==> src/rtl/core/deq_pkg.sv <==
// Shared types and constants for the double-ended queue.
// Used by the controller, the datapath, the top level and the port checker.
`default_nettype none

package deq_pkg;

    // Default sizing, handed to the top-level parameters.
    localparam int unsigned DEPTH_DEFAULT      = 32;
    localparam int unsigned DATA_WIDTH_DEFAULT = 32;

    // Field widths fixed by the stream interface.
    localparam int unsigned FUNC_W    = 2;
    localparam int unsigned VAL_W     = 32;
    localparam int unsigned STATUS_W  = 2;
    localparam int unsigned OCC_W     = 6;
    localparam int unsigned S_TDATA_W = 32;
    localparam int unsigned S_TUSER_W = 2;
    localparam int unsigned M_TDATA_W = 48;

    // Bit positions of the result fields inside m_tdata.
    localparam int unsigned M_STATUS_LSB = 32;
    localparam int unsigned M_EMPTY_BIT  = 34;
    localparam int unsigned M_FULL_BIT   = 35;
    localparam int unsigned M_OCC_LSB    = 36;

    // Operation requested by one input transaction.
    typedef enum logic [FUNC_W-1:0] {
        FN_ADD_TAIL = 2'd0,
        FN_ADD_HEAD = 2'd1,
        FN_REM_TAIL = 2'd2,
        FN_REM_HEAD = 2'd3
    } func_t;

    // Outcome reported with each result.
    typedef enum logic [STATUS_W-1:0] {
        STS_DONE       = 2'd0,
        STS_FULL_REJ   = 2'd1,
        STS_EMPTY_REJ  = 2'd2
    } status_t;

    // Controller states.
    typedef enum logic [1:0] {
        CS_IDLE,
        CS_EXEC,
        CS_RESP
    } ctrl_state_t;

    // Commands from the controller to the datapath.
    typedef struct packed {
        logic capture;
        logic execute;
        logic load;
    } deq_cmd_t;

    // Status from the datapath to the controller.
    typedef struct packed {
        logic out_free;
    } deq_sts_t;

endpackage : deq_pkg

`default_nettype wire

==> src/rtl/core/deq_ctrl.sv <==
// Controller state machine of the double-ended queue.
// Depends on deq_pkg for the state type and the command and status structs.
`default_nettype none

module deq_ctrl
    import deq_pkg::*;
(
    input  wire logic     aclk,
    input  wire logic     aresetn,
    input  wire logic     s_tvalid,
    output logic          s_tready,
    input  wire deq_sts_t sts,
    output deq_cmd_t      cmd
);

    ctrl_state_t state_reg;
    ctrl_state_t state_next;

    // State register.
    always_ff @(posedge aclk) begin
        if (!aresetn) begin
            state_reg <= CS_IDLE;
        end else begin
            state_reg <= state_next;
        end
    end

    // Next-state logic: take a transaction, run it, then hand over the result.
    always_comb begin
        state_next = state_reg;
        unique case (state_reg)
            CS_IDLE: begin
                if (s_tvalid) begin
                    state_next = CS_EXEC;
                end
            end
            CS_EXEC: begin
                state_next = CS_RESP;
            end
            CS_RESP: begin
                if (sts.out_free) begin
                    state_next = CS_IDLE;
                end
            end
            default: begin
                state_next = CS_IDLE;
            end
        endcase
    end

    // Output logic.
    always_comb begin
        s_tready    = 1'b0;
        cmd.capture = 1'b0;
        cmd.execute = 1'b0;
        cmd.load    = 1'b0;
        unique case (state_reg)
            CS_IDLE: begin
                s_tready    = 1'b1;
                cmd.capture = s_tvalid;
            end
            CS_EXEC: begin
                cmd.execute = 1'b1;
            end
            CS_RESP: begin
                cmd.load = sts.out_free;
            end
            default: begin
                s_tready = 1'b0;
            end
        endcase
    end

endmodule : deq_ctrl

`default_nettype wire

==> src/rtl/core/deq_datapath.sv <==
// Datapath of the double-ended queue: element memory, indices, count and result register.
// Depends on deq_pkg for field widths, operation and status codes and the command structs.
`default_nettype none

module deq_datapath
    import deq_pkg::*;
#(
    parameter int unsigned DEPTH      = DEPTH_DEFAULT,
    parameter int unsigned DATA_WIDTH = DATA_WIDTH_DEFAULT
) (
    input  wire logic                  aclk,
    input  wire logic                  aresetn,
    input  wire logic [S_TDATA_W-1:0]  s_tdata,
    input  wire logic [S_TUSER_W-1:0]  s_tuser,
    output logic                       m_tvalid,
    input  wire logic                  m_tready,
    output logic [M_TDATA_W-1:0]       m_tdata,
    input  wire deq_cmd_t              cmd,
    output deq_sts_t                   sts
);

    localparam int unsigned IW = $clog2(DEPTH);
    localparam int unsigned CW = $clog2(DEPTH + 1);
    localparam logic [IW-1:0] LAST_IDX  = IW'(DEPTH - 1);
    localparam logic [CW-1:0] FULL_CNT  = CW'(DEPTH);

    // Element memory, written and read at one address each.
    logic [DATA_WIDTH-1:0] mem [DEPTH];

    func_t                 op_reg;
    logic [VAL_W-1:0]      val_reg;
    logic [IW-1:0]         head_reg;
    logic [IW-1:0]         head_next;
    logic [IW-1:0]         tail_reg;
    logic [IW-1:0]         tail_next;
    logic [CW-1:0]         count_reg;
    logic [CW-1:0]         count_next;
    status_t               status_reg;
    status_t               status_next;
    logic                  rm_ok_reg;
    logic                  rm_ok_next;
    logic [DATA_WIDTH-1:0] rd_data_reg;
    logic [IW-1:0]         rd_addr;
    logic                  wr_en;
    logic [IW-1:0]         wr_addr;
    logic                  m_tvalid_reg;
    logic [M_TDATA_W-1:0]  m_tdata_reg;
    logic [VAL_W-1:0]      value_out;
    logic                  cnt_empty;
    logic                  cnt_full;

    assign cnt_empty = (count_reg == '0);
    assign cnt_full  = (count_reg == FULL_CNT);

    // Capture the incoming transaction.
    always_ff @(posedge aclk) begin
        if (cmd.capture) begin
            op_reg  <= func_t'(s_tuser);
            val_reg <= s_tdata;
        end
    end

    // Operation decode: new indices, count, status and memory access.
    always_comb begin
        head_next   = head_reg;
        tail_next   = tail_reg;
        count_next  = count_reg;
        status_next = STS_DONE;
        rm_ok_next  = 1'b0;
        wr_en       = 1'b0;
        wr_addr     = '0;
        rd_addr     = head_reg;
        unique case (op_reg) inside
            FN_ADD_TAIL, FN_ADD_HEAD: begin
                if (cnt_full) begin
                    status_next = STS_FULL_REJ;
                end else begin
                    wr_en      = 1'b1;
                    count_next = count_reg + CW'(1);
                    if (cnt_empty) begin
                        head_next = '0;
                        tail_next = '0;
                        wr_addr   = '0;
                    end else if (op_reg == FN_ADD_TAIL) begin
                        tail_next = (tail_reg == LAST_IDX) ? '0 : tail_reg + IW'(1);
                        wr_addr   = tail_next;
                    end else begin
                        head_next = (head_reg == '0) ? LAST_IDX : head_reg - IW'(1);
                        wr_addr   = head_next;
                    end
                end
            end
            FN_REM_TAIL, FN_REM_HEAD: begin
                rd_addr = (op_reg == FN_REM_TAIL) ? tail_reg : head_reg;
                if (cnt_empty) begin
                    status_next = STS_EMPTY_REJ;
                end else begin
                    rm_ok_next = 1'b1;
                    count_next = count_reg - CW'(1);
                    if (count_reg == CW'(1)) begin
                        head_next = '0;
                        tail_next = '0;
                    end else if (op_reg == FN_REM_TAIL) begin
                        tail_next = (tail_reg == '0) ? LAST_IDX : tail_reg - IW'(1);
                    end else begin
                        head_next = (head_reg == LAST_IDX) ? '0 : head_reg + IW'(1);
                    end
                end
            end
            default: begin
                status_next = STS_DONE;
            end
        endcase
    end

    // Queue control state.
    always_ff @(posedge aclk) begin
        if (!aresetn) begin
            head_reg  <= '0;
            tail_reg  <= '0;
            count_reg <= '0;
        end else if (cmd.execute) begin
            head_reg  <= head_next;
            tail_reg  <= tail_next;
            count_reg <= count_next;
        end
    end

    // Memory access and per-operation outcome.
    always_ff @(posedge aclk) begin
        if (cmd.execute) begin
            if (wr_en) begin
                mem[wr_addr] <= DATA_WIDTH'(val_reg);
            end
            rd_data_reg <= mem[rd_addr];
            status_reg  <= status_next;
            rm_ok_reg   <= rm_ok_next;
        end
    end

    // Result register towards the master side.
    assign value_out = rm_ok_reg ? VAL_W'(rd_data_reg) : '0;

    always_ff @(posedge aclk) begin
        if (!aresetn) begin
            m_tvalid_reg <= 1'b0;
        end else if (cmd.load) begin
            m_tvalid_reg <= 1'b1;
        end else if (m_tready) begin
            m_tvalid_reg <= 1'b0;
        end
    end

    always_ff @(posedge aclk) begin
        if (cmd.load) begin
            m_tdata_reg <= {(M_TDATA_W - M_OCC_LSB - OCC_W)'(0), OCC_W'(count_reg),
                            cnt_full, cnt_empty, status_reg, value_out};
        end
    end

    assign m_tvalid     = m_tvalid_reg;
    assign m_tdata      = m_tdata_reg;
    assign sts.out_free = !m_tvalid_reg || m_tready;

endmodule : deq_datapath

`default_nettype wire

==> src/rtl/core/double_ended_queue.sv <==
// Top level of the double-ended queue: joins the controller and the datapath.
// Depends on deq_pkg, deq_ctrl and deq_datapath.
//
// Each input transaction carries an operation in s_tuser (add at tail, add at head,
// remove tail, remove head) and a value in s_tdata, and yields exactly one result
// transaction with the removed value (zero for an add or a rejection), a status, the
// empty and full flags and the occupancy after the operation. An add to a full queue
// or a removal from an empty one is rejected with a status and leaves the queue
// untouched. After the accepting edge the operation with its registered memory read
// runs in CS_EXEC, then the result register loads in CS_RESP and m_tvalid rises. The
// next transaction is accepted only after that load, so one transaction is in flight
// at a time. A result that is still held on the master side stops the next result
// from loading, and s_tready stays low until it has gone. The element memory needs
// no clearing after reset.
`default_nettype none

module double_ended_queue
    import deq_pkg::*;
#(
    parameter int unsigned DEPTH      = DEPTH_DEFAULT,
    parameter int unsigned DATA_WIDTH = DATA_WIDTH_DEFAULT
) (
    input  wire logic                  aclk,
    input  wire logic                  aresetn,
    input  wire logic                  s_tvalid,
    output logic                       s_tready,
    input  wire logic [S_TDATA_W-1:0]  s_tdata,   // [31:0] value_in
    input  wire logic [S_TUSER_W-1:0]  s_tuser,   // [1:0] func
    output logic                       m_tvalid,
    input  wire logic                  m_tready,
    output logic [M_TDATA_W-1:0]       m_tdata    // [31:0] value_out, [33:32] status,
                                                  // [34] is_empty, [35] is_full,
                                                  // [41:36] occupancy, [47:42] zero
);

    deq_cmd_t cmd;
    deq_sts_t sts;

    // Sequencing of each transaction.
    deq_ctrl u_ctrl (
        .aclk     (aclk),
        .aresetn  (aresetn),
        .s_tvalid (s_tvalid),
        .s_tready (s_tready),
        .sts      (sts),
        .cmd      (cmd)
    );

    // Storage, index arithmetic and result register.
    deq_datapath #(
        .DEPTH      (DEPTH),
        .DATA_WIDTH (DATA_WIDTH)
    ) u_datapath (
        .aclk     (aclk),
        .aresetn  (aresetn),
        .s_tdata  (s_tdata),
        .s_tuser  (s_tuser),
        .m_tvalid (m_tvalid),
        .m_tready (m_tready),
        .m_tdata  (m_tdata),
        .cmd      (cmd),
        .sts      (sts)
    );

endmodule : double_ended_queue

`default_nettype wire

==> config.mk <==
export PLATFORM = sky130hd
export DESIGN_NAME = double_ended_queue
export DESIGN_NICKNAME = d
export VERILOG_FILES = /design/src/rtl/core/deq_pkg.sv /design/src/rtl/core/deq_ctrl.sv /design/src/rtl/core/deq_datapath.sv /design/src/rtl/core/double_ended_queue.sv
export SDC_FILE = /design/constraint.sdc
export NUM_CORES = 1
export LEC_CHECK = 0
export ABC_AREA = 0
export BUFFER_PORTS_ARGS = -buffer_cell sky130_fd_sc_hd__clkbuf_2
export CELL_PAD_IN_SITES_DETAIL_PLACEMENT = 1
export CELL_PAD_IN_SITES_GLOBAL_PLACEMENT = 1
export CORE_ASPECT_RATIO = 0.7
export CORE_MARGIN = 2
export CORE_UTILIZATION = 57
export CTS_CLUSTER_DIAMETER = 150
export DETAILED_ROUTE_END_ITERATION = 8
export PLACE_DENSITY_LB_ADDON = 0.1
export SYNTH_ARGS = -nofsm -noshare
export SYNTH_HDL_FRONTEND = slang
export SYNTH_SLANG_ARGS = --single-unit
==> constraint.sdc <==
create_clock -name aclk -period 11.2 [get_ports aclk]
set_input_delay 1.12 -clock aclk [delete_from_list [all_inputs] [get_ports aclk]]
set_output_delay 1.12 -clock aclk [all_outputs]
set_load 0.02 [all_outputs]
Word level (Yosys, flattened, before mapping)
Memory sizes are Yosys's and may differ from the RTL's. A register that Yosys moved wholly into a read port is not among the register bits.
Index checks and enable logic that the tools add are counted.
- logic and storage cells: 95
- bits in latches: 0
- memory bits (writable): 1024
- flip-flop bits (word level): 98
- output and inout bits: 50
- memories: 1
- memory bits (read-only): 0
- memories (name ; depth ; width ; rd ports ; clocked after memory_dff ; wr ports ; RTL line ; RTL):
    u_datapath.mem ; 32 ; 32 ; 1 ; 1 ; 1 ; deq_datapath.sv:28 ; logic [DATA_WIDTH-1:0] mem [DEPTH];
- divide/modulo/power cells: 0
- bitwise operators: 0
- shift operators: 0
- reductions and logical operators: 15
- $mul: 0
- $lt $le $gt $ge: 0
- add/subtract/negate cells: 6
- equal/unequal tests: 17
- muxes and demuxes: 45
- operator list (cell ; count):
    $mux 5 ; 22
    $pmux 5 s2 ; 2
    $mux 1 ; 13
    $mux 6 ; 2
    $pmux 6 s2 ; 1
    $reduce_and 6->1 ; 2
    $add 5x1->5 const B ; 2
    $eq 5x5->1 const B ; 2
    $logic_not 5->1 ; 2
    $sub 5x1->5 const B ; 2
    $add 6x1->6 const B ; 1
    $eq 2x2->1 const B ; 3
    $eq 6x1->1 const B ; 1
    $eq 6x6->1 const B ; 1
    $logic_not 6->1 ; 1
    $mux 2 ; 3
    $ne 2x2->1 const B ; 3
    $ne 3x1->1 const B ; 2
    $pmux 2 s3 ; 1
    $sub 6x1->6 const B ; 1
    $eq 2x1->1 const B ; 2
    $logic_not 2->1 ; 2
    $pmux 2 s2 ; 1
    $reduce_and 4->1 ; 1
    8 further kinds ; 10

Longest topological paths before layout
Gate-level depths: netlist (run 1).
- word-level depth: 6
- depth in mapped cells: 12
- gate-level depth less buffers: 8

By module
A second synthesis (run 1) with hierarchy kept.
- cell total of the unflattened synthesis: 3386
- area total of the unflattened synthesis: 48849.4 µm²
- modules (own cells, without submodules) (module ; instances ; cells an instance ; area each (µm²)):
    deq_datapath ; 1 ; 3377 ; 48754.3
    deq_ctrl ; 1 ; 9 ; 95.1

Worst setup path after synthesis (run 1)
OpenSTA, ideal clock, no wires.
- path type: register -> register
- start: register u_datapath.head_reg[1]
- end: memory u_datapath.mem[5][0] in the netlist's numbering, enable pin
- arrival: 4695 ps
- data required time: 10732 ps
- slack: 6037 ps
- buffers on the path: 3
- stages on the path, launching flop included: 10
- library setup time: 468 ps
- path through: dfxtp_1 clkbuf_1 inv_2 clkbuf_1 clkbuf_1 ha_1 or4b_1 a21oi_1 o211ai_1 nor3b_1
- cells in the longest elaborated chain, start to end: 6
- elaborated cells between the ends (all ways): 7
- classes of those cells: add/sub: 1; mux: 5; reduce/logical: 1
- ends and longest elaborated chain (element ; RTL line ; RTL):
    from (decl) ; deq_datapath.sv:32 ; logic [IW-1:0] head_reg;
    from (signal assigned) ; deq_datapath.sv:123 ; head_reg <= head_next;
    $sub 5x1->5 or $logic_not 5->1 (tied branches) ; deq_datapath.sv:88 ; head_next = (head_reg == '0) ? LAST_IDX : head_reg - IW'(1);
    $mux 5 (*) ; deq_datapath.sv:88 ;
    $mux 5 (*) ; deq_datapath.sv:84 ; end else if (op_reg == FN_ADD_TAIL) begin
    $mux 5 (*) ; deq_datapath.sv:80 ; if (cnt_empty) begin
    $mux 5 (*) ; deq_datapath.sv:75 ; if (cnt_full) begin
    $mux 5 (*) ; deq_datapath.sv:73 ; unique case (op_reg) inside
    to (decl) ; deq_datapath.sv:28 ;
Every way passes the cells marked *; elsewhere a longest branch is shown, timed or not.

Worst setup path after layout (run 1)
- start: register u_datapath.op_reg[1]
- end: register u_datapath.rd_data_reg[15], read port of u_datapath.mem, data pin
- cells in the longest elaborated chain, start to end: 3
- elaborated cells between the ends (all ways): 5
- classes of those cells: eq/ne: 2; mux: 2; reduce/logical: 1
- ends and longest elaborated chain (element ; RTL line ; RTL):
    from (decl) ; deq_datapath.sv:30 ; func_t op_reg;
    from (signal assigned) ; deq_datapath.sv:58 ; op_reg <= func_t'(s_tuser);
    $eq 2x2->1 (on tied branches) ; n/a ;
    $mux 5 or $reduce_or 2->1 (tied branches) ; deq_datapath.sv:94, deq_datapath.sv:73 ;
    $mux 5 (*) ; deq_datapath.sv:73 ;
    to (decl) ; deq_datapath.sv:42 ; logic [DATA_WIDTH-1:0] rd_data_reg;
Marks and branches as above.
A chain may end at the register's enable or synchronous reset.

==> impl_summary.txt, run 1 <==
----------------------------------------------------
[Outcome]
  Result of the run ... finished, violations left
  Failing checks ... max-capacitance violations, max-slew violations

[GRT]
  Initial antenna violation count ... 10
  Pin count of the biggest net entering global routing ... around 240
  Via count of the first global-routing pass ... around 35000
  GRT Total Usage ... roughly two fifths
  Wire length of the first global-routing pass ... about 240000 um
  Grt ovf ... 0

[CTS]
  Maximum root-to-sink buffer count ... 3
  Count of hold-fix buffers inserted at cts ... 0
  Clock input transition at the sequential cells of the worst setup and hold paths ... about 0.070 ns
  Postcts setup bufs ... 0
  Clock Latency Late Sink ... 0.75 ns
  Clock net sink count ... around 1200
  Clock root buffer master ... sky130_fd_sc_hd__clkbuf_16
  CTS tree ... built
  Post-cts repair resize count ... 0
  CTS H-Tree Depth ... 3
  TritonCTS Buffers ... around 110

[Layout]
  Number of flip-flops in the largest register ... around 1000
  Synth-to-layout area growth ... 10.85%
  Post-layout net count ... between 3000 and 4000
  Most frequent standard cell in the layout excluding fill and tap cells ... sky130_fd_sc_hd__edfxtp_1
  Leading cell types in the layout, fill and taps excluded ... 1135 x sky130_fd_sc_hd__edfxtp_1, 393 x sky130_fd_sc_hd__nand2_1, 283 x sky130_fd_sc_hd__mux2i_1
  Ratio of cells with drive above 1 in the final layout ... approximately an eighth

[Setup path]
  Register-to-register setup slack ... approximately 6 ns
  Startpoint kind of the worst setup timing path ... flop
  Endpoint of the worst-slack reg-to-reg timing path ... u_datapath.rd_data_reg[15]
  Arrival time of the worst setup path ... just under 6 ns
  Reg2reg path depth ... 8
  Max Fanout on Critical Path ... 85
  Worst setup EP type ... flop
  Reg-to-reg startpoint ... u_datapath.op_reg[1]
  Worst setup path endpoint ... u_datapath.rd_data_reg[15]
  Crit path launch ... u_datapath.op_reg[1]
  Crit Path Class ... reg -> reg
  Worst EP required ... ~12 ns

[Detailed routing]
  Vias ... approximately 34000
  Average wire per standard cell ... approximately 36 um
  Final routed DRC violation total ... 0
  Antenna Nets Post-Route ... 0
  Count of routing violations after the opening detailed-route iteration ... 5273
  Mean number of vias per cell ... 7.276
  Length of the first detailed-routing pass in iterations ... 8
  Routed WL ... ~170000 um

[Timing]
  Minimum period implied by the final worst setup slack ... ~5.3 ns
  Final setup vio count ... 0
  Worst slew margin relative to its limit ... -0.7121%
  Final-layout setup total negative slack ... 0 ns
  Setup WS post-layout ... approximately 5.9 ns
  Hold Vio Cnt, Final ... 0
  Clock tree skew after final layout ... between 0.06 and 0.07 ns
  Peak Freq ... roughly 190 MHz
  Slew at the pin closest to its max-slew limit ... ~1.5 ns
  Total count of max-transition violations in the final report ... 33
  Final Cycle Share ... a little under half
  Unrepaired setup endpoints after global routing ... false

[Yosys]
  Number of library cell types mapped by synthesis ... 64
  Warnings, synthesis ... 0
  Most used flip-flop cell after synthesis ... sky130_fd_sc_hd__edfxtp_1
  Post-synth EDFFs ... ~1100
  Top cell type's share of synthesized area ... between 60% and 70%
  #FFs+latches synth ... 1154
  Per-instance average area after synthesis ... between 10 and 15 um^2
  Post-Syn Instances ... 3465
  Portion of the post-synthesis area used by sequential elements ... 70.04%
  Cell types with the largest area share after synthesis ... sky130_fd_sc_hd__edfxtp_1 69%, sky130_fd_sc_hd__mux2i_1 5.8%, sky130_fd_sc_hd__o211ai_1 3.4%
  Synthesized area ... roughly 49000 um^2
  Post-synth top area cell ... sky130_fd_sc_hd__edfxtp_1
  Ys async rst share ... 0%

[Power and ir drop]
  Worst vdd ir ... ~170 uV
  Power per standard cell area ... between 150 and 200 nW/um^2
  Leak Pwr ... between 15 and 20 nW

[Die]
  Chip Height ... ~250 um
  Number of rows created at floorplan ... 90
  Core area ... 85810 um^2
  Number of top-level design ports ... between 80 and 90
  Width of the die ... about 360 um
  Die Area ... a little under 90000 um^2
  Starting utilization of the core area ... a little under three fifths

[Placed design]
  Worst setup timing slack at the placement stage ... about 6.0 ns
  Final RePlAce weighted congestion ... 0.8665
  HPWL after detailed placement ... 92680 um
  Port Buffer Count ... just over 80

[Min path]
  Tightest Hold Check Type ... reg -> reg

[Run]
  # Max-Cap Violations ... 1

----------------------------------------------------
==> per-stage QoR <==
step | area [um^2] | std cells | hold WS [ns] | utilization, % | total power, mW
2_1_floorplan | 49220 | 3470 | 0.4003 | - | 5.361
3_3_place_gp | 50750 | 4491 | 0.4917 | 59.15 | 5.608
3_5_place_dp | 50750 | 4491 | 0.5186 | 59.15 | 5.645
4_1_cts | 54530 | 4697 | 0.5134 | 63.55 | 9.564
5_1_grt | 54540 | 4700 | 0.5244 | 63.56 | 9.766
6_report | 54540 | 4700 | 0.5406 | 63.56 | 9.573
==> power by group <==
group,switching (mW),internal [mW]
combinational,0.480,0.193
clock,1.72,2.27
sequential,0.114,4.80
==> Yosys cell counts, types with 24 or more instances <==
cell type and number:
sky130_fd_sc_hd__a41oi_1 62, sky130_fd_sc_hd__o22ai_1 63, sky130_fd_sc_hd__buf_4 24, sky130_fd_sc_hd__buf_2 109, sky130_fd_sc_hd__and3_1 222, sky130_fd_sc_hd__edfxtp_1 1135, sky130_fd_sc_hd__nor4_2 32, sky130_fd_sc_hd__and2_1 40
sky130_fd_sc_hd__nand2_1 394, sky130_fd_sc_hd__nand3_1 147, sky130_fd_sc_hd__a32oi_1 35, sky130_fd_sc_hd__nor2_1 34, sky130_fd_sc_hd__clkbuf_1 150, sky130_fd_sc_hd__mux2i_1 284, sky130_fd_sc_hd__a222oi_1 31, sky130_fd_sc_hd__a21oi_1 50
sky130_fd_sc_hd__a31oi_1 256, sky130_fd_sc_hd__o211ai_1 220
==> worst min-delay path by stage <==
stage                             start                endpoint  slack [ns]  cells after the start
5_1_grt                     s_tdata[19]  u_datapath.val_reg[19]        0.52                      1
3_3_place_gp    u_datapath.count_reg[1]  u_datapath.m_tdata[37]        0.49                      0
4_1_cts                     s_tdata[13]  u_datapath.val_reg[13]        0.51                      1
6_report        u_datapath.count_reg[1]  u_datapath.m_tdata[37]        0.54                      0
3_5_place_dp    u_datapath.count_reg[1]  u_datapath.m_tdata[37]        0.52                      0
2_1_floorplan  u_datapath.status_reg[0]  u_datapath.m_tdata[32]        0.40                      0
==> cell families (layout without fill, tap and decap cells) <==
kind of cell | after synthesis | after routing | synth area share [%]
simple gates | 930 | 930 | 9.699
xor+xnor | 9 | 9 | 0.1602
other cells | 1 | 9 | 0.007621
fa+ha+maj | 9 | 9 | 0.2289
compound gates | 769 | 769 | 11.09
flops | 1154 | 1154 | 70.04
mux | 289 | 289 | 5.943
buf+inv | 304 | 381 | 2.825
==> cell type report <==
type / count / area, um^2
tap: 1150 / 1439
multi-input combinational: 2012 / 13740
fill: 7810 / 31270
clock inverter: 79 / 1008
inverter: 12 / 47.55
timing repair buffer: 163 / 1046
sequential: 1154 / 34480
antenna: 3 / 7.507
clock buffer: 127 / 2774
==> critical path, stage by stage, from the launching register on <==
cell                       delay [ns]
sky130_fd_sc_hd__edfxtp_1        0.69
sky130_fd_sc_hd__nand2b_4        0.84
sky130_fd_sc_hd__buf_4           0.84
sky130_fd_sc_hd__a21o_4          0.94
sky130_fd_sc_hd__buf_4           0.71
sky130_fd_sc_hd__nand2_1         0.13
sky130_fd_sc_hd__a32oi_1         0.25
sky130_fd_sc_hd__a31oi_1         0.25
sky130_fd_sc_hd__nor4_2          0.37
==> layer usage <==
metal  GRT usage, %  wire length, um
met2          57.01            76600
met3          9.148            19160
met5              0               25
met1          53.71            66770
met4          17.12             8104
No activity file was read; power rests on OpenSTA's default activity.
==> run 2, diff against run 1 <==
--- a/config.mk
+++ b/config.mk
@@ -11,7 +11,7 @@
 export CELL_PAD_IN_SITES_GLOBAL_PLACEMENT = 1
 export CORE_ASPECT_RATIO = 0.7
 export CORE_MARGIN = 2
-export CORE_UTILIZATION = 57
+export CORE_UTILIZATION = 48
 export CTS_CLUSTER_DIAMETER = 150
 export DETAILED_ROUTE_END_ITERATION = 8
 export PLACE_DENSITY_LB_ADDON = 0.1
==> constraint.sdc (replaced) <==
create_clock -name aclk -period 4.4 [get_ports aclk]
set_input_delay 0.44 -clock aclk [delete_from_list [all_inputs] [get_ports aclk]]
set_output_delay 0.44 -clock aclk [all_outputs]
set_load 0.02 [all_outputs]
==> impl_summary.txt, run 2 (same netlist as run 1, synthesis figures left out) <==
----------------------------------------------------
[Setup path]
  Cell with the largest stage delay on the worst path ... sky130_fd_sc_hd__nor4b_1 (was sky130_fd_sc_hd__a21o_4)
  Reg-to-reg startpoint ... u_datapath.count_reg[1] (was u_datapath.op_reg[1])
  Crit path launch ... u_datapath.count_reg[1] (was u_datapath.op_reg[1])
  Worst setup EP type ... flop (unchanged)
  Arrival time of the worst setup path ... 4.27 ns (was 5.80 ns)
  Max Fanout on Critical Path ... 22 (was 85)
  Crit Path Class ... reg -> reg (unchanged)
  Startpoint kind of the worst setup timing path ... flop (unchanged)
  Worst EP required ... 4.77 ns (was 11.74 ns)
  Register-to-register setup slack ... 0.50 ns (was 5.94 ns)
  Largest stage delay, worst path ... 1.01 ns (was 0.94 ns)
  Most used cell, CP ... sky130_fd_sc_hd__buf_4 (unchanged)
  Sequence of cells on the critical path ... inv_1 > ha_1 > nor4b_1 > nor2_1 > buf_4 > o21ai_0 > nand2_1 > buf_4 > or2_2 > nor3_4 > buf_4 (was nand2b_4 > buf_4 > a21o_4 > buf_4 > nand2_1 > a32oi_1 > a31oi_1 > nor4_2)

[Die]
  Core area ... 101900 um^2 (was 85810 um^2)
  Chip Height ... 271.9 um (was 249.8 um)
  Die Area ... 105100 um^2 (was 88730 um^2)
  Number of rows created at floorplan ... 98 (was 90)
  Width of the die ... 386.7 um (was 355.2 um)
  Starting utilization of the core area ... 48.29% (was 57.34%)
  Number of top-level design ports ... 88 (unchanged)

[Run]
  # Max-Cap Violations ... 0 (was 1)

[Outcome]
  Result of the run ... completed (was finished, violations left)

[Layout]
  Synth-to-layout area growth ... 13.29% (was 10.85%)
  Ratio of cells with drive above 1 in the final layout ... 13.43% (was 11.98%)
  Number of filler instances in the final layout ... 9637 (was 7810)
  Most frequent standard cell in the layout excluding fill and tap cells ... sky130_fd_sc_hd__edfxtp_1 (unchanged)
  Leading cell types in the layout, fill and taps excluded ... 1135 x sky130_fd_sc_hd__edfxtp_1, 393 x sky130_fd_sc_hd__nand2_1, 283 x sky130_fd_sc_hd__mux2i_1 (unchanged)
  Final cell area excluding filler cells ... 55740 um^2 (was 54540 um^2)
  Post-layout net count ... 3592 (was 3498)
  Number of flip-flops in the largest register ... 1024 (unchanged)

[Placed design]
  HPWL after detailed placement ... 94570 um (was 92680 um)
  Placed standard-cell area ... 51790 um^2 (was 50750 um^2)
  Port Buffer Count ... 81 (unchanged)
  Final RePlAce weighted congestion ... 0.8660 (was 0.8665)

[CTS]
  TritonCTS Buffers ... 110 (was 108)
  Clock input transition at the sequential cells of the worst setup and hold paths ... 0.06 ns (was 0.07 ns)
  CTS tree ... built (unchanged)
  Clock net sink count ... 1154 (unchanged)
  CTS H-Tree Depth ... 3 (unchanged)
  Clock root buffer master ... sky130_fd_sc_hd__clkbuf_16 (unchanged)
  Maximum root-to-sink buffer count ... 3 (unchanged)
  Clock Latency Late Sink ... 0.74 ns (was 0.75 ns)

[Power and ir drop]
  Power per standard cell area ... 426.7 nW/um^2 (was 175.5 nW/um^2)
  Leak Pwr ... 18.10 nW (was 17.60 nW)
  Worst vdd ir ... 332.1 uV (was 170.2 uV)

[Timing]
  Worst slew margin relative to its limit ... 3.860% (was -0.7121%)
  Unrepaired setup endpoints after global routing ... false (unchanged)
  Total count of max-transition violations in the final report ... 0 (was 33)
  Clock tree skew after final layout ... 0.02914 ns (was 0.06527 ns)
  Slew at the pin closest to its max-slew limit ... 1.442 ns (was 1.511 ns)
  Hold Vio Cnt, Final ... 0 (unchanged)
  Worst hold-check slack ... 0.1089 ns (was 0.5406 ns)
  Final setup vio count ... 0 (unchanged)
  Peak Freq ... 256.5 MHz (was 190.2 MHz)
  Final Cycle Share ... 88.61% (was 46.93%)
  Minimum period implied by the final worst setup slack ... 3.899 ns (was 5.256 ns)
  Final-layout setup total negative slack ... 0 ns (unchanged)

[GRT]
  GRT Total Usage ... 30.43% (was 38.23%)
  Pin count of the biggest net entering global routing ... 217 (was 243)
  Wire length of the first global-routing pass ... 232500 um (was 244300 um)
  Met2 routing resource usage after global routing ... 46.88% (was 57.01%)
  Met1 Resource Use GR ... 41.10% (was 53.71%)
  Initial antenna violation count ... 13 (was 10)
  Grt ovf ... 0 (unchanged)
  GR Util met3 ... 8.653% (was 9.148%)
  Via count of the first global-routing pass ... 33671 (was 34756)
  Most heavily used metal layer in global routing ... met2 (unchanged)

[Min path]
  Tightest Hold Check Type ... in -> reg (was reg -> reg)
  Hold Startpoint ... s_tdata[20] (was u_datapath.count_reg[1])

[Detailed routing]
  Vias ... 32752 (was 34197)
  Length of the first detailed-routing pass in iterations ... 6 (was 8)
  Final routed DRC violation total ... 0 (unchanged)
  Routed WL ... 162200 um (was 170700 um)
  Antenna Nets Post-Route ... 0 (unchanged)
  Count of routing violations after the opening detailed-route iteration ... 3551 (was 5273)
  Mean number of vias per cell ... 6.560 (was 7.276)
  Average wire per standard cell ... 32.49 um (was 36.31 um)

----------------------------------------------------
[run 2: worst paths after layout]
path,end,cells after the start
setup / recovery,u_datapath.mem[2][18],11
hold / removal,u_datapath.val_reg[20],1
setup reg to reg,u_datapath.mem[2][18],11
hold reg to reg,u_datapath.m_tdata[32],0
[run 2: per-layer routing]
layer / share of wire, % / vias to the layer above
li1: - / 13972
met1: 41 / 17033
met2: 45 / 1421
met3: 9.6 / 316
met4: 4.0 / 10
met5: 0.11 / -
[run 2: area by class of cell]
type	count	area, um^2	share of cell area (%)
antenna	2	5.005	0.008978
clock buffer	143	2937	5.268
clock inverter	65	669.4	1.201
inverter	12	47.55	0.08530
multi-input combinational	2012	13760	24.68
sequential	1154	34480	61.85
tap	1350	1689	3.030
timing repair buffer	255	2160	3.874
[run 2: per-stage QoR]
step                      power, mW  instances  setup slack, ns  utilization [%]
after floorplan               13.65       3470          -0.5726                -
after global placement        14.34       4749           0.6494            50.83
after CTS                     23.88       4991           0.5147            54.70
after detailed placement      14.41       4749           0.5223            50.83
after global routing          24.45       4991           0.3691            54.70
final                         23.79       4993           0.5011            54.71
[run 2: timing repair]
action / 4_1_cts / 5_1_grt
hold buffers: 34 / 0
buffers inserted: 0 / 0
hold endpoints to repair: 34 / 0
resized for setup: 0 / 0
[run 2: report_power, final]
part	total, mW	internal [mW]	switching [mW]
logic	1.82	0.553	1.26
registers	12.4	12.2	0.200
clock network	9.56	5.28	4.28
total	23.8	18.0	5.74
[run 2: worst max-delay path: cells and delay by family (launching register included)]
| family | cells | cell delay (ns) |
|---|---|---|
| fa+ha+maj | 1 | 0.28 |
| flops | 1 | 0.34 |
| buf+inv | 4 | 1.00 |
| simple gates | 5 | 1.80 |
| compound gates | 1 | 0.10 |
